==> src/hdl/assert_macros.svh <==
// Assertion macros shared by the RTL that checks itself.
// Depends on nothing; the user module must provide clk_i and rst_ni.
`ifndef ASSERT_MACROS_SVH
`define ASSERT_MACROS_SVH

// Property must hold at every clock edge outside reset.
`define ASSERT_CLK(label, prop, msg) \
  label: assert property (@(posedge clk_i) disable iff (!rst_ni) (prop)) else $error(msg);

// Condition must never be true outside reset.
`define ASSERT_NEVER(label, cond, msg) \
  label: assert property (@(posedge clk_i) disable iff (!rst_ni) !(cond)) else $error(msg);

`endif

==> src/hdl/efr_pkg.sv <==
// Shared types, codes and constants of the escaped frame receiver.
// No dependencies; used by efr_step and escaped_frame_receiver_unit.
package efr_pkg;

  localparam int BufDepth = 2048;
  localparam int CountW   = $clog2(BufDepth + 1);

  // Field widths of the transactions
  localparam int EvW    = 3;
  localparam int IdxW   = 11;
  localparam int LenW   = 12;
  localparam int DelayW = 16;
  localparam int TmoW   = 16;
  localparam int CfgIdxW  = 3;
  localparam int CfgDataW = 16;

  // Phase codes
  localparam logic [1:0] PhIdle  = 2'd0;
  localparam logic [1:0] PhFrame = 2'd1;
  localparam logic [1:0] PhCmd   = 2'd2;

  // Result event codes
  localparam logic [EvW-1:0] EvStored   = 3'd0;
  localparam logic [EvW-1:0] EvDone     = 3'd1;
  localparam logic [EvW-1:0] EvReboot   = 3'd2;
  localparam logic [EvW-1:0] EvAbort    = 3'd3;
  localparam logic [EvW-1:0] EvOverflow = 3'd4;

  // Configuration register indexes
  localparam logic [CfgIdxW-1:0] CfgStartByte  = 3'd0;
  localparam logic [CfgIdxW-1:0] CfgEndByte    = 3'd1;
  localparam logic [CfgIdxW-1:0] CfgEscapeByte = 3'd2;
  localparam logic [CfgIdxW-1:0] CfgInitTmo    = 3'd3;
  localparam logic [CfgIdxW-1:0] CfgByteCredit = 3'd4;

  // Reboot command bytes and positions
  localparam logic [7:0] CmdSync  = 8'h55;
  localparam logic [7:0] CmdByte1 = 8'hAA;
  localparam logic [7:0] CmdByte2 = 8'h01;
  localparam logic [7:0] CmdByte3 = 8'hE7;
  localparam logic [7:0] CmdByte5 = 8'h02;
  localparam logic [3:0] CmdPosDelayLo = 4'd7;
  localparam logic [3:0] CmdPosDelayHi = 4'd8;
  localparam logic [3:0] CmdPosLast    = 4'd10;

  // Reset values
  localparam logic [7:0]        RstStartByte  = 8'hE1;
  localparam logic [7:0]        RstEndByte    = 8'hE2;
  localparam logic [7:0]        RstEscapeByte = 8'hE0;
  localparam logic [TmoW-1:0]   RstInitTmo    = 16'd50;
  localparam logic [7:0]        RstByteCredit = 8'd2;
  localparam logic [DelayW-1:0] RstDelay      = 16'd5000;

  typedef struct packed {
    logic [7:0]      start_byte;
    logic [7:0]      end_byte;
    logic [7:0]      escape_byte;
    logic [TmoW-1:0] initial_timeout;
    logic [7:0]      byte_credit;
  } efr_cfg_t;

  typedef struct packed {
    logic [1:0]        phase;
    logic              escape_pending;
    logic [CountW-1:0] stored_count;
    logic [3:0]        command_count;
    logic [TmoW-1:0]   timeout_left;
    logic [7:0]        delay_low;
    logic [DelayW-1:0] delay_value;
  } efr_state_t;

  typedef struct packed {
    logic              valid;
    logic [EvW-1:0]    event_res;
    logic [7:0]        data_byte;
    logic [IdxW-1:0]   byte_index;
    logic [LenW-1:0]   frame_length;
    logic [DelayW-1:0] reboot_delay;
  } efr_result_t;

endpackage

==> src/hdl/efr_step.sv <==
// Next-state and result logic for one byte or tick of the frame receiver.
// Depends on efr_pkg; purely combinational.
module efr_step (
  input  efr_pkg::efr_cfg_t    cfg_i,
  input  efr_pkg::efr_state_t  state_i,
  input  logic                 mode_i,
  input  logic [7:0]           rx_byte_i,
  output efr_pkg::efr_state_t  state_o,
  output efr_pkg::efr_result_t res_o
);

  logic                        busy;
  logic [efr_pkg::TmoW-1:0]    tmo_dec;
  logic [efr_pkg::TmoW:0]      tmo_sum;
  logic [efr_pkg::TmoW-1:0]    tmo_sat;
  logic                        cmd_bad;
  logic [7:0]                  dec_byte;
  logic [efr_pkg::CountW-1:0]  cnt_inc;

  assign busy    = (state_i.phase == efr_pkg::PhFrame) || (state_i.phase == efr_pkg::PhCmd);
  assign tmo_dec = (state_i.timeout_left != '0) ? state_i.timeout_left - 1'b1 : '0;
  assign tmo_sum = {1'b0, state_i.timeout_left}
                 + {{(efr_pkg::TmoW - 8 + 1){1'b0}}, cfg_i.byte_credit};
  assign tmo_sat = tmo_sum[efr_pkg::TmoW] ? '1 : tmo_sum[efr_pkg::TmoW-1:0];
  assign dec_byte = state_i.escape_pending ? (cfg_i.escape_byte + rx_byte_i) : rx_byte_i;
  assign cnt_inc  = state_i.stored_count + 1'b1;

  always_comb begin
    cmd_bad = 1'b0;
    unique case (state_i.command_count)
      4'd1:    cmd_bad = (rx_byte_i != efr_pkg::CmdByte1);
      4'd2:    cmd_bad = (rx_byte_i != efr_pkg::CmdByte2);
      4'd3:    cmd_bad = (rx_byte_i != efr_pkg::CmdByte3);
      4'd5:    cmd_bad = (rx_byte_i != efr_pkg::CmdByte5);
      default: cmd_bad = 1'b0;
    endcase
  end

  always_comb begin
    state_o = state_i;
    res_o   = '0;
    if (mode_i) begin
      // tick: count down, abort on expiry
      if (busy) begin
        state_o.timeout_left = tmo_dec;
        if (tmo_dec == '0) begin
          state_o.phase          = efr_pkg::PhIdle;
          state_o.command_count  = '0;
          state_o.escape_pending = 1'b0;
          res_o.valid            = 1'b1;
          res_o.event_res        = efr_pkg::EvAbort;
        end
      end
    end else if (!busy) begin
      state_o.phase = efr_pkg::PhIdle;
      if (rx_byte_i == cfg_i.start_byte || rx_byte_i == efr_pkg::CmdSync) begin
        state_o.escape_pending = 1'b0;
        state_o.timeout_left   = cfg_i.initial_timeout;
        if (rx_byte_i == cfg_i.start_byte) begin
          state_o.stored_count = efr_pkg::CountW'(1);
        end else begin
          state_o.command_count = 4'd1;
        end
        res_o.valid = 1'b1;
        if (cfg_i.initial_timeout == '0) begin
          state_o.command_count = '0;
          res_o.event_res       = efr_pkg::EvAbort;
        end else if (rx_byte_i == cfg_i.start_byte) begin
          state_o.phase   = efr_pkg::PhFrame;
          res_o.event_res = efr_pkg::EvStored;
          res_o.data_byte = rx_byte_i;
        end else begin
          state_o.phase = efr_pkg::PhCmd;
          res_o.valid   = 1'b0;
        end
      end
    end else if (state_i.phase == efr_pkg::PhFrame) begin
      res_o.valid = 1'b1;
      if (state_i.stored_count >= efr_pkg::CountW'(efr_pkg::BufDepth)) begin
        res_o.event_res = efr_pkg::EvOverflow;
      end else begin
        state_o.timeout_left = tmo_sat;
        if (!state_i.escape_pending && rx_byte_i == cfg_i.escape_byte) begin
          state_o.escape_pending = 1'b1;
          res_o.valid            = 1'b0;
          if (tmo_sat == '0) begin
            state_o.phase          = efr_pkg::PhIdle;
            state_o.command_count  = '0;
            state_o.escape_pending = 1'b0;
            res_o.valid            = 1'b1;
            res_o.event_res        = efr_pkg::EvAbort;
          end
        end else begin
          state_o.stored_count = cnt_inc;
          if (!state_i.escape_pending && rx_byte_i == cfg_i.end_byte) begin
            state_o.phase      = efr_pkg::PhIdle;
            res_o.event_res    = efr_pkg::EvDone;
            res_o.data_byte    = dec_byte;
            res_o.byte_index   = efr_pkg::IdxW'(state_i.stored_count);
            res_o.frame_length = efr_pkg::LenW'(cnt_inc);
          end else begin
            state_o.escape_pending = 1'b0;
            if (tmo_sat == '0) begin
              state_o.phase         = efr_pkg::PhIdle;
              state_o.command_count = '0;
              res_o.event_res       = efr_pkg::EvAbort;
            end else begin
              res_o.event_res  = efr_pkg::EvStored;
              res_o.data_byte  = dec_byte;
              res_o.byte_index = efr_pkg::IdxW'(state_i.stored_count);
            end
          end
        end
      end
    end else begin
      // reboot command body
      if (cmd_bad) begin
        state_o.timeout_left   = '0;
        state_o.phase          = efr_pkg::PhIdle;
        state_o.command_count  = '0;
        state_o.escape_pending = 1'b0;
        res_o.valid            = 1'b1;
        res_o.event_res        = efr_pkg::EvAbort;
      end else begin
        if (state_i.command_count == efr_pkg::CmdPosDelayLo) begin
          state_o.delay_low = rx_byte_i;
        end
        if (state_i.command_count == efr_pkg::CmdPosDelayHi) begin
          state_o.delay_value = {rx_byte_i, state_i.delay_low};
        end
        state_o.command_count = state_i.command_count + 1'b1;
        if (state_i.command_count >= efr_pkg::CmdPosLast) begin
          state_o.command_count = '0;
          state_o.phase         = efr_pkg::PhIdle;
          res_o.valid           = 1'b1;
          res_o.event_res       = efr_pkg::EvReboot;
          res_o.reboot_delay    = state_o.delay_value;
        end else if (state_i.timeout_left == '0) begin
          state_o.phase          = efr_pkg::PhIdle;
          state_o.command_count  = '0;
          state_o.escape_pending = 1'b0;
          res_o.valid            = 1'b1;
          res_o.event_res        = efr_pkg::EvAbort;
        end
      end
    end
  end

endmodule

==> src/hdl/escaped_frame_receiver_unit.sv <==
// Top level of the escaped frame receiver: channel registers, state, config.
// Depends on efr_pkg, efr_step and assert_macros.svh.
//
// Channel   Dir  Handshake             Payload
// in        in   in_valid_i/in_ready_o   mode_i, rx_byte_i
// out       out  out_valid_o/out_ready_i event_res_o, data_byte_o, byte_index_o,
//                                        frame_length_o, reboot_delay_o
// cfg       in   cfg_valid_i/cfg_ready_o cfg_index_i, cfg_data_i
//
// Each transaction passes through the input register and then the result
// register; one item is taken per cycle while the output is not stalled.
// The combinational step logic reads and updates the state in the same cycle.
// Reset clears both valid flags, clears state but for the default reboot delay, and loads the register defaults.
// A stalled output holds the input register; items without a result still
// wait for a free output slot. Config writes are always taken.
`include "assert_macros.svh"

module escaped_frame_receiver_unit (
  input  logic                            clk_i,
  input  logic                            rst_ni,
  input  logic                            in_valid_i,
  output logic                            in_ready_o,
  input  logic                            mode_i,
  input  logic [7:0]                      rx_byte_i,
  output logic                            out_valid_o,
  input  logic                            out_ready_i,
  output logic [efr_pkg::EvW-1:0]         event_res_o,
  output logic [7:0]                      data_byte_o,
  output logic [efr_pkg::IdxW-1:0]        byte_index_o,
  output logic [efr_pkg::LenW-1:0]        frame_length_o,
  output logic [efr_pkg::DelayW-1:0]      reboot_delay_o,
  input  logic                            cfg_valid_i,
  output logic                            cfg_ready_o,
  input  logic [efr_pkg::CfgIdxW-1:0]     cfg_index_i,
  input  logic [efr_pkg::CfgDataW-1:0]    cfg_data_i
);

  efr_pkg::efr_cfg_t    cfg_q, cfg_d;
  efr_pkg::efr_state_t  state_q, state_d;
  efr_pkg::efr_result_t step_res;
  efr_pkg::efr_result_t res_q;

  logic       in_valid_q;
  logic       in_mode_q;
  logic [7:0] in_byte_q;
  logic       advance;

  // Advance the held item once the result slot is free or being drained.
  assign advance     = in_valid_q && (!res_q.valid || out_ready_i);
  assign in_ready_o  = !in_valid_q || advance;
  assign cfg_ready_o = 1'b1;

  // Input register
  always_ff @(posedge clk_i or negedge rst_ni) begin
    if (!rst_ni) begin
      in_valid_q <= 1'b0;
    end else if (in_ready_o) begin
      in_valid_q <= in_valid_i;
    end
  end

  always_ff @(posedge clk_i) begin
    if (in_valid_i && in_ready_o) begin
      in_mode_q <= mode_i;
      in_byte_q <= rx_byte_i;
    end
  end

  // Configuration registers: decode the index, drop writes beyond the list.
  always_comb begin
    cfg_d = cfg_q;
    if (cfg_valid_i) begin
      unique case (cfg_index_i)
        efr_pkg::CfgStartByte:  cfg_d.start_byte      = cfg_data_i[7:0];
        efr_pkg::CfgEndByte:    cfg_d.end_byte        = cfg_data_i[7:0];
        efr_pkg::CfgEscapeByte: cfg_d.escape_byte     = cfg_data_i[7:0];
        efr_pkg::CfgInitTmo:    cfg_d.initial_timeout = cfg_data_i[efr_pkg::TmoW-1:0];
        efr_pkg::CfgByteCredit: cfg_d.byte_credit     = cfg_data_i[7:0];
        default:                cfg_d = cfg_q;
      endcase
    end
  end

  always_ff @(posedge clk_i or negedge rst_ni) begin
    if (!rst_ni) begin
      cfg_q.start_byte      <= efr_pkg::RstStartByte;
      cfg_q.end_byte        <= efr_pkg::RstEndByte;
      cfg_q.escape_byte     <= efr_pkg::RstEscapeByte;
      cfg_q.initial_timeout <= efr_pkg::RstInitTmo;
      cfg_q.byte_credit     <= efr_pkg::RstByteCredit;
    end else begin
      cfg_q <= cfg_d;
    end
  end

  efr_step u_step (
    .cfg_i     (cfg_q),
    .state_i   (state_q),
    .mode_i    (in_mode_q),
    .rx_byte_i (in_byte_q),
    .state_o   (state_d),
    .res_o     (step_res)
  );

  // Receiver state: update once per advanced item.
  always_ff @(posedge clk_i or negedge rst_ni) begin
    if (!rst_ni) begin
      state_q.phase          <= efr_pkg::PhIdle;
      state_q.escape_pending <= 1'b0;
      state_q.stored_count   <= '0;
      state_q.command_count  <= '0;
      state_q.timeout_left   <= '0;
      state_q.delay_low      <= '0;
      state_q.delay_value    <= efr_pkg::RstDelay;
    end else if (advance) begin
      state_q <= state_d;
    end
  end

  // Result register: load on advance, clear the flag once taken.
  always_ff @(posedge clk_i or negedge rst_ni) begin
    if (!rst_ni) begin
      res_q <= '0;
    end else if (advance) begin
      res_q.valid <= step_res.valid;
      if (step_res.valid) begin
        res_q.event_res    <= step_res.event_res;
        res_q.data_byte    <= step_res.data_byte;
        res_q.byte_index   <= step_res.byte_index;
        res_q.frame_length <= step_res.frame_length;
        res_q.reboot_delay <= step_res.reboot_delay;
      end
    end else if (out_ready_i) begin
      res_q.valid <= 1'b0;
    end
  end

  assign out_valid_o    = res_q.valid;
  assign event_res_o    = res_q.event_res;
  assign data_byte_o    = res_q.data_byte;
  assign byte_index_o   = res_q.byte_index;
  assign frame_length_o = res_q.frame_length;
  assign reboot_delay_o = res_q.reboot_delay;

  // Checks
  `ASSERT_NEVER(a_count_bound, state_q.stored_count > efr_pkg::CountW'(efr_pkg::BufDepth), "stored count beyond buffer depth")
  `ASSERT_NEVER(a_escape_in_frame, state_q.escape_pending && state_q.phase != efr_pkg::PhFrame, "escape pending outside a frame")
  `ASSERT_NEVER(a_cmd_bound, state_q.command_count > efr_pkg::CmdPosLast, "command position past last byte")
  `ASSERT_CLK(a_result_lands, advance && step_res.valid |=> res_q.valid, "result lost on advance")

endmodule

==> config.mk <==
export PLATFORM = sky130hd
export DESIGN_NAME = escaped_frame_receiver_unit
export DESIGN_NICKNAME = d
export VERILOG_FILES = /design/src/hdl/efr_pkg.sv /design/src/hdl/efr_step.sv /design/src/hdl/escaped_frame_receiver_unit.sv
export VERILOG_INCLUDE_DIRS = /design/src /design/src/hdl
export SDC_FILE = /design/constraint.sdc
export NUM_CORES = 1
export LEC_CHECK = 0
export ABC_CLOCK_PERIOD_IN_PS = 4000
export BUFFER_PORTS_ARGS = -buffer_cell sky130_fd_sc_hd__buf_2
export CORE_MARGIN = 3
export CORE_UTILIZATION = 50
export CTS_BUF_LIST = sky130_fd_sc_hd__clkbuf_8
export DETAILED_ROUTE_END_ITERATION = 8
export PLACE_DENSITY = 0.74
export SETUP_SLACK_MARGIN = 0.5
export SYNTH_ARGS = -nofsm -noshare
export SYNTH_HDL_FRONTEND = slang
export SYNTH_SLANG_ARGS = --single-unit
export TNS_END_PERCENT = 50
==> constraint.sdc <==
create_clock -name clk_i -period 4 [get_ports clk_i]
set_input_delay 1 -clock clk_i [delete_from_list [all_inputs] [get_ports clk_i]]
set_output_delay 1 -clock clk_i [all_outputs]
set_load 0.1 [all_outputs]
# --- After elaboration in Yosys (flattened, before gate mapping) ---
# Index checks and enable logic that the tools add are counted.
totals:
  wordCells: 170
  register_bits: 168
  output_inout_bits: 53
classes:
  n_addsub: 5
  eq_ne: 34
  order_cmp: 2
  muxes: 72
  bitwise: 3
  reduce_logical: 33
op_table:
  columns: ["cell", "n"]
  rows:
  - ["$mux W16", 7]
  - ["$mux W35", 3]
  - ["$mux W31", 3]
  - ["$mux W12", 6]
  - ["$mux W4", 17]
  - ["$logic_not A16 Y1", 4]
  - ["$mux W20", 3]
  - ["$mux W47", 1]
  - ["$mux W39", 1]
  - ["$mux W3", 11]
  - ["$ne A5 B5 Y1 const B", 5]
  - ["$eq A8 B8 Y1", 3]
  - ["$mux W8", 3]
  - ["$mux W21", 1]
  - ["$reduce_and A7 Y1", 3]
  - ["$mux W19", 1]
  - ["$add A16 B8 Y17", 1]
  - ["$ne A8 B8 Y1 const B", 2]
  - ["$reduce_bool A16 Y1", 1]
  - ["$sub A16 B1 Y16 const B", 1]
  - ["$add A12 B1 Y12 const B", 1]
  - ["$ge A12 B12 Y1 const B", 1]
  - ["$mux W2", 6]
  - ["$reduce_and A2 Y1", 6]
  - ["31 further kinds", 58]

# --- Logic depth before layout (Yosys ltp) ---
# Gate-level depths: netlist of run 1.
depth:
  word_depth: 11
  depth_mapped: 13
  depth_no_buf: 11

# --- Hierarchy ---
# From an unflattened synthesis of run 1, not the netlist that was laid out.
unflattened:
  cells_unflattened: 1048
  hier_area_um2: 10546.4
by_module_without_submodules:
  columns: ["module", "area_each_um2", "cells_each", "instances", "seq_area_each_um2"]
  rows:
  - ["escaped_frame_receiver_unit", 6252.2, 356, 1, 4274.1]
  - ["efr_step", 4294.1, 692, 1, 0.0]

# --- Worst setup path before layout of run 1 ---
# No wires, ideal clock.
synth_path:
  kind: "register to register"
  startpoint: "reg state_q[24] (netlist name)"
  endpoint: "reg res_q, in the netlist data_byte_o[5]"
  synth_period_minus_slack_ns: 3.663
  t_required_ns: 3.875
  t_arrival_ns: 3.537
  setup_slack_ns: 0.337
  setup_time_ns: 0.125
  path_stages_with_launch: 14
  cell_sequence: "dfrtp_1 -> ha_1 -> fa_1 -> a21o_1 -> a221oi_2 -> o21ai_1 -> nand3_1 -> a21oi_1 -> or3_2 -> o2111ai_1 -> a21o_1 -> buf_2 -> buf_4 -> mux2_2"
synth_between:
  elab_chain_cells: 10
  word_cells_on_any_way: 26
  cone_classes: "add/sub: 2; mux: 19; reduce/logical: 5"
synth_rtl:
  columns: ["element", "line", "text"]
  rows:
  - ["from (decl)", "escaped_frame_receiver_unit.sv:39", "efr_pkg::efr_state_t state_q, state_d;"]
  - ["from (signal assigned)", "escaped_frame_receiver_unit.sv:116", "state_q <= state_d;"]
  - ["$add A16 B8 Y17", "efr_step.sv:23", "+ {{(efr_pkg::TmoW - 8 + 1){1'b0}}, cfg_i.byte_credit};"]
  - ["$mux W16", "efr_step.sv:24", "assign tmo_sat = tmo_sum[efr_pkg::TmoW] ? '1 : tmo_sum[efr_pkg::TmoW-1:0];"]
  - ["$logic_not A16 Y1", "efr_step.sv:86, efr_step.sv:103", null]
  - ["$mux W19 or $mux W4 (tied branches)", "efr_step.sv:103, efr_step.sv:86", null]
  - ["$mux W21 or $mux W1 (tied branches)", "efr_step.sv:95, efr_step.sv:83", null]
  - ["$mux W31 or $mux W1 (tied branches)", "efr_step.sv:83, efr_step.sv:79", null]
  - ["$mux W31 or $mux W4 (tied branches)", "efr_step.sv:79, efr_step.sv:77", null]
  - ["$mux W31 or $mux W12 (tied branches)", "efr_step.sv:77, efr_step.sv:54", null]
  - ["$mux W12 or $mux W4 (tied branches)", "efr_step.sv:54, efr_step.sv:42", null]
  - ["$mux W47 or $reduce_and A2 Y1 (tied branches)", null, null]
  - ["to (decl)", "escaped_frame_receiver_unit.sv:41", "efr_pkg::efr_result_t res_q;"]
# Several ways; a longest one is shown, not always the timed one.
# A chain may end at the register's enable or synchronous reset.

# --- Worst setup path after layout of run 1 ---
# Ends and elaborated chain as after synthesis.

==> results of run 1 <==
[layer usage]
layer	part of all wire, %	GRT usage (%)	wire (um)	vias to the layer above
li1	-	-	-	3621
met1	44	31.3	10600	3772
met2	46	35.8	11100	256
met3	6.7	4.53	1630	46
met4	2.9	8.41	695	0
met5	0	0	0	-
[timing repair]
item | in CTS | in global routing
hold buffers | 0 | 0
endpoints found under the setup margin | 57 | 57
setup buffers | 6 | 8
gates resized for setup | 21 | 18
endpoints found under the hold margin | 0 | 0
pin swaps | 6 | 9
cloned | 1 | 4
[final cells by class]
class                   count  share of cell area (%)
inverters                  34                    1.14
clock inverters            14                    1.17
flip-flops and latches    168                    38.4
multi-input cells         693                    46.1
clock buffers              18                    2.22
well taps                 260                    2.92
repair buffers            133                    8.07
[worst paths after layout]
path / to / slack, ns / cells past startpoint
worst max-delay path: data_byte_o[5] / 0.39 / 12
worst min-delay path: frame_length_o[0] / 0.51 / 1
worst max register to register: data_byte_o[5] / 0.39 / 12
worst min register to register: frame_length_o[0] / 0.51 / 1
max in group asynchronous: cfg_q[12] / 2.58 / 2
min in group asynchronous: state_q[10] / 0.55 / 1
[sequential cells by signal (all words and copies together) (netlist names)]
signal and cells:
state_q 59, cfg_q 48, reboot_delay_o 16, frame_length_o 12, byte_index_o 11, data_byte_o 8, in_byte_q 8, event_res_o 3
in_mode_q 1, in_valid_q 1, out_valid_o 1
[power by group]
group / internal [W] / switching, W / leakage, nW
sequential: 0.00202 / 0.000364 / 2.14
clock: 0.000474 / 0.000700 / 0.191
combinational: 0.000875 / 0.00131 / 2.51
total: 0.00337 / 0.00237 / 4.84
[kinds of logic (layout without fill, tap and decap cells)]
logic type,count (synthesis),after routing,share of synthesized area (%)
AO/OA/AOI/OAI,212,212,14.3
buffers and inverters,95,199,4.59
other,1,1,0.0388
adder cells (fa/ha/maj),26,26,3.52
XOR/XNOR,39,39,3.53
multiplexers,129,129,14.9
flip-flops,168,168,44.2
AND/OR/NAND/NOR,286,286,14.9
[per-stage QoR]
stage	area, sq um	worst slack [ns]	instances	hold slack, ns	power [W]
3_5_place_dp	10400	0.134	1269	0.490	0.00441
5_1_grt	11100	0.278	1320	0.528	0.00609
6_report	11100	0.394	1320	0.510	0.00574
2_1_floorplan	9710	0.527	956	0.481	0.00393
4_1_cts	10900	0.455	1308	0.515	0.00568
3_3_place_gp	10400	0.177	1269	0.486	0.00437
[placed cells by master (no fill, tap or decap), types with 19 or more instances in the layout]
master / instances
dfrtp_1: 137
mux2_2: 98
nand2_1: 96
buf_2: 83
a21oi_1: 64
nor2_1: 61
o21ai_0: 48
buf_4: 41
inv_1: 33
ha_1: 22
xnor2_1: 20
dfstp_2: 20
xor2_1: 19
==> flow_metrics.py, run 1 <==
metrics = {
    "clock_tree": {
        "cts_max_level": 4,
        "cts_root_buf": "clkbuf_8",
        "cts.clk_slew.worst_paths_ns": 0.10,
        "cts-buffers-inserted": 17,
        "cts_tree": "done",
        "cts.sink_count": 168,
        "cts_buffer_depth": 2,
        "clk_latency_ns": 0.47,
    },
    "floorplan": {
        "design.die.area_sq_um": 21000,
        "start_util_pct": 51.3,
        "die_y_um": 145,
        "rows": 50,
        "die_w_um": 145,
        "core_sq_um": 18800,
        "io-pin-count": 86,
    },
    "sta": {
        "finalMaxSlewViolations": 0,
        "setup_viol": 0,
        "skew_ns": 0.0159,
        "rsz0062_at_grt": "yes",
        "tightest_slew_ns": 0.743,
        "timing.final.crit_share_pct": 90.2,
        "hold_viol": 0,
        "fmaxAchievable_mhz": 277,
        "slew_headroom_pct": 50.3,
        "finalSetupTns_ns": 0,
        "fin_crit_ns": 3.61,
    },
    "critical_path": {
        "cp_cell_sequence": "ha_4 -> fa_2 -> a21o_1 -> a221oi_4 -> o21ai_4 -> a311oi_1 -> o211ai_1 -> a2111o_1 -> o2111ai_2 -> a21o_4 -> clkbuf_16 -> mux2_2",
        "cp.buffers_inverters": 1,
        "crit_family": "compound AO/OA/AOI/OAI gates",
        "critPathSlowestCell": "dfrtp_2",
        "worstPathRequired_ns": 4.36,
        "cp-startpoint": "state_q[24]",
        "crit_type": "flip-flop to flip-flop",
        "slowest_delay_ns": 0.46,
        "crit_fanout": 7,
        "r2r-start": "state_q[24]",
        "arrival_ns": 3.97,
        "worstSetupEndpointType": "flip-flop",
        "critPathLaunchType": "flip-flop",
    },
    "yosys": {
        "yosysSeqAreaShare_pct": 44.2,
        "synthTopCellsByArea": "dfrtp_1 (36%), mux2_2 (13%), dfstp_2 (5.4%)",
        "yosysMostFrequentCell": "dfrtp_1",
        "syn_area_sq_um": 9670,
        "ys_ff_latch": 168,
        "synth.avg_cell_area_sq_um": 10.1,
        "yosysWarnings": 0,
        "yosys.area.top_type_share_pct": 36.0,
        "synth_cell_types": 82,
        "synth_top_cell_by_area": "dfrtp_1",
        "synth_enable_flop_cells": 9,
        "syn_inst": 956,
        "synth-main-ff-cell": "dfrtp_1",
        "yosys-top-cells-count": "dfrtp_1 (139), mux2_2 (112), nand2_1 (96)",
        "syn_nets": 1015,
        "async_reset_ff_share_pct": 94.6,
    },
    "routing": {
        "first_pass_iters": 5,
        "num_vias": 7695,
        "wl_per_cell_um": 18.3,
        "via_per_inst": 5.83,
        "drt_wl_total_um": 24100,
        "drt_iter0_drc": 717,
        "ant_nets": 0,
        "drc": 0,
    },
    "cells_and_area": {
        "final_util_pct": 59.2,
        "multi_input_area_sq_um": 5140,
        "area_growth_pct": 15.3,
        "seqCellArea_sq_um": 4280,
        "layout.nets": 1106,
        "num-fill-cells": 1547,
        "drive_above_1_share_pct": 32.3,
        "antennaDiodeCount": 0,
    },
    "power": {
        "power.leakage_nw": 4.84,
        "peakVddDrop_v": 0.000267,
        "p_per_area_nw_per_um2": 515,
    },
    "global_routing": {
        "grt_overflow": 0,
        "grt_pass1_wl_um": 39300,
        "grt_max_degree": 74,
        "grt_util_all_layers_pct": 22.7,
        "grt_pass1_vias": 7574,
        "antenna_found_initial": 0,
    },
    "worst_hold_path": {
        "hp-start": "frame_length_o[0]",
        "hp-class": "flip-flop to flip-flop",
    },
    "outcome": {
        "status": "finished clean",
    },
    "placement": {
        "numPortBuffers": 84,
        "dp_hpwl_um": 16900,
        "gp_congestion": 0.937,
    },
    "job": {
        "cap_violations": 0,
    },
}
No activity file was read; power rests on OpenSTA's default activity.
==> inputs of run 2 (changes only) <==
--- a/config.mk
+++ b/config.mk
@@ -12,7 +12,7 @@
 export CORE_UTILIZATION = 50
 export CTS_BUF_LIST = sky130_fd_sc_hd__clkbuf_8
 export DETAILED_ROUTE_END_ITERATION = 8
-export PLACE_DENSITY = 0.74
+export PLACE_DENSITY = 0.8
 export SETUP_SLACK_MARGIN = 0.5
 export SYNTH_ARGS = -nofsm -noshare
 export SYNTH_HDL_FRONTEND = slang
==> run 2 against run 1 <==
Maximum frequency is 1.8% lower. First-iteration DRC count is 17% higher. Wire length is 1.3% higher. Clock power hardly changed. Critical endpoint is now data_byte_o[1]. Worst setup slack worse by 0.065 ns. Combinational power is 6% higher. Sequential share of layout area is 0.10 points lower. Critical path depth is 2 higher.
==> flow_metrics.py, run 2 (synthesized netlist as in run 1, its figures left out) <==
metrics = {
    "placement": {
        "gp_congestion": 1.02,
        "place_inst": 1267,
        "dp_hpwl_um": 16800,
        "numPortBuffers": 84,
        "placement.cell_area_sq_um": 10400,
    },
    "critical_path": {
        "cp-startpoint": "state_q[24]",
        "worstSetupEndpointType": "flip-flop",
        "critPathSlowestCell": "or4b_4",
        "slowest_delay_ns": 0.46,
        "cp_cell_sequence": "buf_4 -> inv_2 -> ha_4 -> or4b_4 -> buf_4 -> nor4_2 -> mux2i_1 -> o2111ai_2 -> o2bb2ai_4 -> nor3_2 -> a21o_4 -> buf_12 -> buf_12 -> mux2_2",
        "cp.buffers_inverters": 5,
        "crit_family": "simple AND/OR/NAND/NOR gates",
        "crit_fanout": 12,
        "r2r-start": "state_q[24]",
        "critPathLaunchType": "flip-flop",
        "crit_type": "flip-flop to flip-flop",
        "worstPathRequired_ns": 4.35,
        "arrival_ns": 4.02,
    },
    "cells_and_area": {
        "final_cell_count_no_fill": 1321,
        "final_cell_mix": "dfrtp_1 (135), mux2_2 (111), nand2_1 (96), buf_2 (83), a21oi_1 (65)",
        "multi_input_area_sq_um": 5170,
        "final_area_sq_um": 11200,
        "layout.nets": 1107,
        "area_growth_pct": 15.7,
        "antennaDiodeCount": 0,
        "seqCellArea_sq_um": 4280,
        "largest_reg_flops": 59,
        "drive_above_1_share_pct": 32.8,
        "largest-register": "state_q",
        "num-fill-cells": 1495,
        "final_common_cell": "dfrtp_1",
    },
    "sta": {
        "hold_viol": 0,
        "tightest_slew_ns": 0.863,
        "fin_crit_ns": 3.67,
        "finalMaxSlewViolations": 0,
        "setup_viol": 0,
        "skew_ns": 0.0134,
        "timing.final.crit_share_pct": 91.8,
        "rsz0062_at_grt": "yes",
        "finalSetupTns_ns": 0,
        "fmaxAchievable_mhz": 272,
        "slew_headroom_pct": 42.5,
    },
    "global_routing": {
        "grt_pass1_vias": 7546,
        "grt_max_degree": 66,
        "grt_pass1_wl_um": 39600,
        "grt_util_all_layers_pct": 22.9,
        "grt.met2_usage_pct": 36.9,
        "antenna_found_initial": 0,
        "gr-usage-met3_pct": 3.69,
        "top_usage_layer": "met2",
        "grt_overflow": 0,
        "gr-usage-met1_pct": 31.4,
    },
    "clock_tree": {
        "cts-buffers-inserted": 17,
        "cts_max_level": 4,
        "cts_root_buf": "clkbuf_8",
        "cts_buffer_depth": 2,
        "holdBufCountCts": 0,
        "cts.sink_count": 168,
        "cts.clk_slew.worst_paths_ns": 0.10,
        "cts_tree": "done",
        "clk_latency_ns": 0.47,
    },
    "routing": {
        "wl_per_cell_um": 18.5,
        "drt_iter0_drc": 840,
        "num_vias": 7891,
        "drt_wl_total_um": 24400,
        "via_per_inst": 5.97,
        "drc": 0,
        "ant_nets": 0,
        "first_pass_iters": 6,
    },
    "power": {
        "swShare_pct": 41.7,
        "peakVddDrop_v": 0.000355,
        "power.leakage_nw": 4.83,
        "cellInternalPower_w": 0.00343,
        "p_switching_w": 0.00245,
        "p_comb_share_pct": 39.5,
        "finalPower_w": 0.00588,
        "pwr-share-clk_pct": 19.8,
        "p_per_area_nw_per_um2": 525,
        "sequentialPowerShare_pct": 40.8,
    },
    "floorplan": {
        "io-pin-count": 86,
        "die_y_um": 145,
        "die_w_um": 145,
        "design.die.area_sq_um": 21000,
        "core_sq_um": 18800,
        "start_util_pct": 51.3,
        "rows": 50,
    },
    "worst_hold_path": {
        "hp-class": "primary input to async pin",
    },
    "job": {
        "cap_violations": 0,
    },
    "outcome": {
        "status": "finished clean",
    },
}
run 2: cell types whose count changed in the layout (fill, tap and decap cells not counted), sizes merged:
| cell | delta |
|---|---|
| buf | +4 |
| clkbuf | -2 |
| clkinv | +2 |
| clkinvlp | -1 |
| inv | -2 |
run 2: final timing paths:
check                                     endpoint  slack, ns  cells after the start
min in group clk_i               reboot_delay_o[5]       0.51                      1
worst max register to register      data_byte_o[1]       0.33                     14
max in group asynchronous              state_q[25]       2.58                      2
worst min register to register   reboot_delay_o[5]       0.51                      1
worst min-delay path            reboot_delay_o[10]       0.50                      1
worst max-delay path                data_byte_o[1]       0.33                     14
run 2: final cells by class:
cell class | instances | area share (%)
multi-input cells | 693 | 46.2
flip-flops and latches | 168 | 38.3
repair buffers | 134 | 8.12
well taps | 260 | 2.91
clock buffers | 19 | 2.34
inverters | 34 | 1.14
clock inverters | 13 | 1.02
run 2: timing repair:
item	4_1_cts	5_1_grt
setup buffers	15	5
gates resized for setup	25	15
endpoints found under the setup margin	57	58
pin swaps	17	5
gates cloned	2	0
run 2: metrics by stage:
step	hold WS, ns	util (%)	worst slack (ns)
3_3_place_gp	0.487	55.1	0.228
3_5_place_dp	0.492	55.1	0.170
5_1_grt	0.534	59.4	0.227
2_1_floorplan	0.481	-	0.527
6_report	0.503	59.4	0.328
4_1_cts	0.513	58.7	0.441
run 2: worst reg2reg max path, delay by kind of cell, from the launching register on:
family,cells,cell delay (ns)
buffers and inverters,5,0.67
multiplexers,2,0.66
AO/OA/AOI/OAI,3,0.57
AND/OR/NAND/NOR,3,1.09
flip-flops,1,0.45
adder cells (fa/ha/maj),1,0.12
run 2: routing by layer:
layer / part of all wire [%] / up-vias
met3: 7.3 / 68
li1: - / 3631
met2: 48 / 346
met1: 42 / 3846
met5: 0 / -
met4: 3.1 / 0
run 2: power groups by stage:
| stage | Combinational [W] | Clock (W) | Sequential [W] |
|---|---|---|---|
| detailed placement | 0.00202 | 0 | 0.00239 |
| global placement | 0.00196 | 0 | 0.00238 |
| CTS | 0.00220 | 0.00118 | 0.00237 |
| global route | 0.00252 | 0.00125 | 0.00243 |
| floorplan | 0.00150 | 0 | 0.00243 |
| finish | 0.00232 | 0.00116 | 0.00240 |
==> inputs of run 3 (changes only) <==
--- a/config.mk
+++ b/config.mk
@@ -6,13 +6,12 @@
 export SDC_FILE = /design/constraint.sdc
 export NUM_CORES = 1
 export LEC_CHECK = 0
-export ABC_CLOCK_PERIOD_IN_PS = 4000
 export BUFFER_PORTS_ARGS = -buffer_cell sky130_fd_sc_hd__buf_2
 export CORE_MARGIN = 3
-export CORE_UTILIZATION = 50
+export CORE_UTILIZATION = 55
 export CTS_BUF_LIST = sky130_fd_sc_hd__clkbuf_8
 export DETAILED_ROUTE_END_ITERATION = 8
-export PLACE_DENSITY = 0.8
+export PLACE_DENSITY = 0.86
 export SETUP_SLACK_MARGIN = 0.5
 export SYNTH_ARGS = -nofsm -noshare
 export SYNTH_HDL_FRONTEND = slang
==> run 3 against run 2 <==
Sequential cell count did not move. Wire length increased by 8.0%. Register-to-register slack worse by 0.07 ns. Highest routed layer unchanged. Worst setup slack worse by 0.069 ns. Combinational power grew 4%. Critical path type unchanged. Sequential power hardly changed. Largest cell class unchanged. Total power increased by 2.9%. Worst hold slack better by 0.0085 ns. Critical endpoint is now event_res_o[1].
==> flow_metrics.py, run 3 (synthesized netlist as in run 1, its figures left out) <==
metrics = {
    "floorplan": {
        "io-pin-count": 86,
        "core_sq_um": 16900,
        "rows": 47,
        "design.die.area_sq_um": 19200,
        "start_util_pct": 57.3,
        "die_w_um": 139,
        "die_y_um": 139,
    },
    "global_routing": {
        "antenna_found_initial": 0,
        "grt_max_degree": 82,
        "grt_overflow": 0,
        "grt_pass1_vias": 7982,
        "grt_pass1_wl_um": 41600,
        "grt_util_all_layers_pct": 26.5,
    },
    "sta": {
        "tightest_slew_ns": 0.826,
        "rsz0062_at_grt": "yes",
        "hold_viol": 0,
        "fin_crit_ns": 3.74,
        "slew_headroom_pct": 44.7,
        "finalMaxSlewViolations": 0,
        "timing.final.crit_share_pct": 93.5,
        "skew_ns": 0.0221,
        "setup_viol": 0,
        "fmaxAchievable_mhz": 267,
        "finalSetupTns_ns": 0,
    },
    "power": {
        "p_switching_w": 0.00253,
        "pwr-share-clk_pct": 20.4,
        "power.leakage_nw": 4.88,
        "p_per_area_nw_per_um2": 536,
        "sequentialPowerShare_pct": 39.8,
        "finalPower_w": 0.00605,
        "peakVddDrop_v": 0.000386,
        "p_comb_share_pct": 39.8,
        "cellInternalPower_w": 0.00352,
        "swShare_pct": 41.9,
    },
    "critical_path": {
        "r2r-start": "state_q[24]",
        "critPathLaunchType": "flip-flop",
        "crit_fanout": 13,
        "cp-startpoint": "state_q[24]",
        "critPathSlowestCell": "dfrtp_2",
        "worstPathRequired_ns": 4.43,
        "cp_cell_sequence": "ha_4 -> fa_2 -> a21o_1 -> a221oi_4 -> o21ai_4 -> a311oi_2 -> o211ai_1 -> a2111o_1 -> buf_6 -> buf_12 -> o41a_1 -> o31ai_2 -> mux2_4",
        "crit_family": "compound AO/OA/AOI/OAI gates",
        "crit_type": "flip-flop to flip-flop",
        "arrival_ns": 4.17,
        "slowest_delay_ns": 0.45,
        "cp.buffers_inverters": 2,
        "worstSetupEndpointType": "flip-flop",
    },
    "worst_hold_path": {
        "hp-start": "reboot_delay_o[4]",
        "hp-class": "flip-flop to flip-flop",
    },
    "clock_tree": {
        "cts.sink_count": 168,
        "clk_latency_ns": 0.48,
        "cts_tree": "done",
        "holdBufCountCts": 0,
        "cts_root_buf": "clkbuf_8",
        "cts-buffers-inserted": 17,
        "cts.clk_slew.worst_paths_ns": 0.10,
        "cts_max_level": 4,
        "cts_buffer_depth": 2,
    },
    "routing": {
        "wl_met3_um": 2200,
        "wirelength_met1_um": 10400,
        "wl_per_cell_um": 20.5,
        "num_vias": 8132,
        "ant_nets": 0,
        "met2_length_um": 12900,
        "dr.max_layer_used": "met4",
        "via_per_inst": 6.33,
        "drt_wl_total_um": 26400,
        "drc": 0,
        "drt_iter0_drc": 997,
        "first_pass_iters": 6,
    },
    "placement": {
        "numPortBuffers": 84,
        "dp_hpwl_um": 17400,
        "gp_congestion": 0.958,
        "place_inst": 1227,
        "placement.cell_area_sq_um": 10300,
    },
    "cells_and_area": {
        "largest-register": "state_q",
        "final_cell_count_no_fill": 1285,
        "final_cell_mix": "dfrtp_1 (137), mux2_2 (108), nand2_1 (96), buf_2 (83), a21oi_1 (63)",
        "num-fill-cells": 1170,
        "largest_reg_flops": 59,
        "layout.nets": 1111,
        "antennaDiodeCount": 0,
        "drive_above_1_share_pct": 33.7,
        "final_util_pct": 66.8,
        "area_growth_pct": 16.7,
        "final_area_sq_um": 11300,
        "final_common_cell": "dfrtp_1",
    },
    "outcome": {
        "status": "finished clean",
    },
    "job": {
        "cap_violations": 0,
    },
}
## run 3: changes by cell type in the layout (fill, tap and decap cells not counted), moves of 3 or more
cell / delta
mux2_2: -3
inv_8: +3
clkinv_4: -3
mux2_4: +3
## run 3: timing repair
item | in CTS | in global routing
setup endpoints to repair | 56 | 57
pin swaps | 13 | 16
endpoints found under the hold margin | 0 | 0
gates resized for setup | 23 | 31
gates cloned | 3 | 1
buffers inserted | 11 | 11
## run 3: cell type report
| cell class | instances | area, sq um | share of cell area, % |
|---|---|---|---|
| Clock buffer | 17 | 234 | 2.07 |
| Clock inverter | 15 | 158 | 1.40 |
| Inverter | 34 | 128 | 1.13 |
| Multi-Input combinational cell | 693 | 5220 | 46.3 |
| Sequential cell | 168 | 4280 | 37.9 |
| Tap cell | 220 | 275 | 2.44 |
| Timing Repair Buffer | 138 | 983 | 8.72 |
## run 3: per-layer routing
metal / GRT usage, % / vias to the layer above
met5: 0 / -
met4: 9.93 / 0
met3: 6.52 / 83
met2: 43.6 / 420
met1: 34.1 / 3989
li1: - / 3640
## run 3: final timing paths
path | to | slack [ns] | depth (start not counted)
max in group asynchronous | state_q[8] | 2.55 | 2
setup reg to reg | event_res_o[1] | 0.26 | 13
hold reg to reg | reboot_delay_o[4] | 0.51 | 1
hold / removal | reboot_delay_o[4] | 0.51 | 1
min in group asynchronous | cfg_q[2] | 0.55 | 1
setup / recovery | event_res_o[1] | 0.26 | 13
## run 3: through the flow
stage / worst slack, ns / hold slack (ns)
4_1_cts: 0.455 / 0.516
3_5_place_dp: 0.198 / 0.492
6_report: 0.260 / 0.511
3_3_place_gp: 0.306 / 0.486
5_1_grt: 0.213 / 0.529
2_1_floorplan: 0.527 / 0.481
## run 3: power groups by stage
stage | clock, W | combinational, W | sequential, W
6_report | 0.00124 | 0.00241 | 0.00241
2_1_floorplan | 0 | 0.00150 | 0.00243
5_1_grt | 0.00132 | 0.00260 | 0.00244
3_5_place_dp | 0 | 0.00204 | 0.00240
3_3_place_gp | 0 | 0.00198 | 0.00239
4_1_cts | 0.00124 | 0.00221 | 0.00238
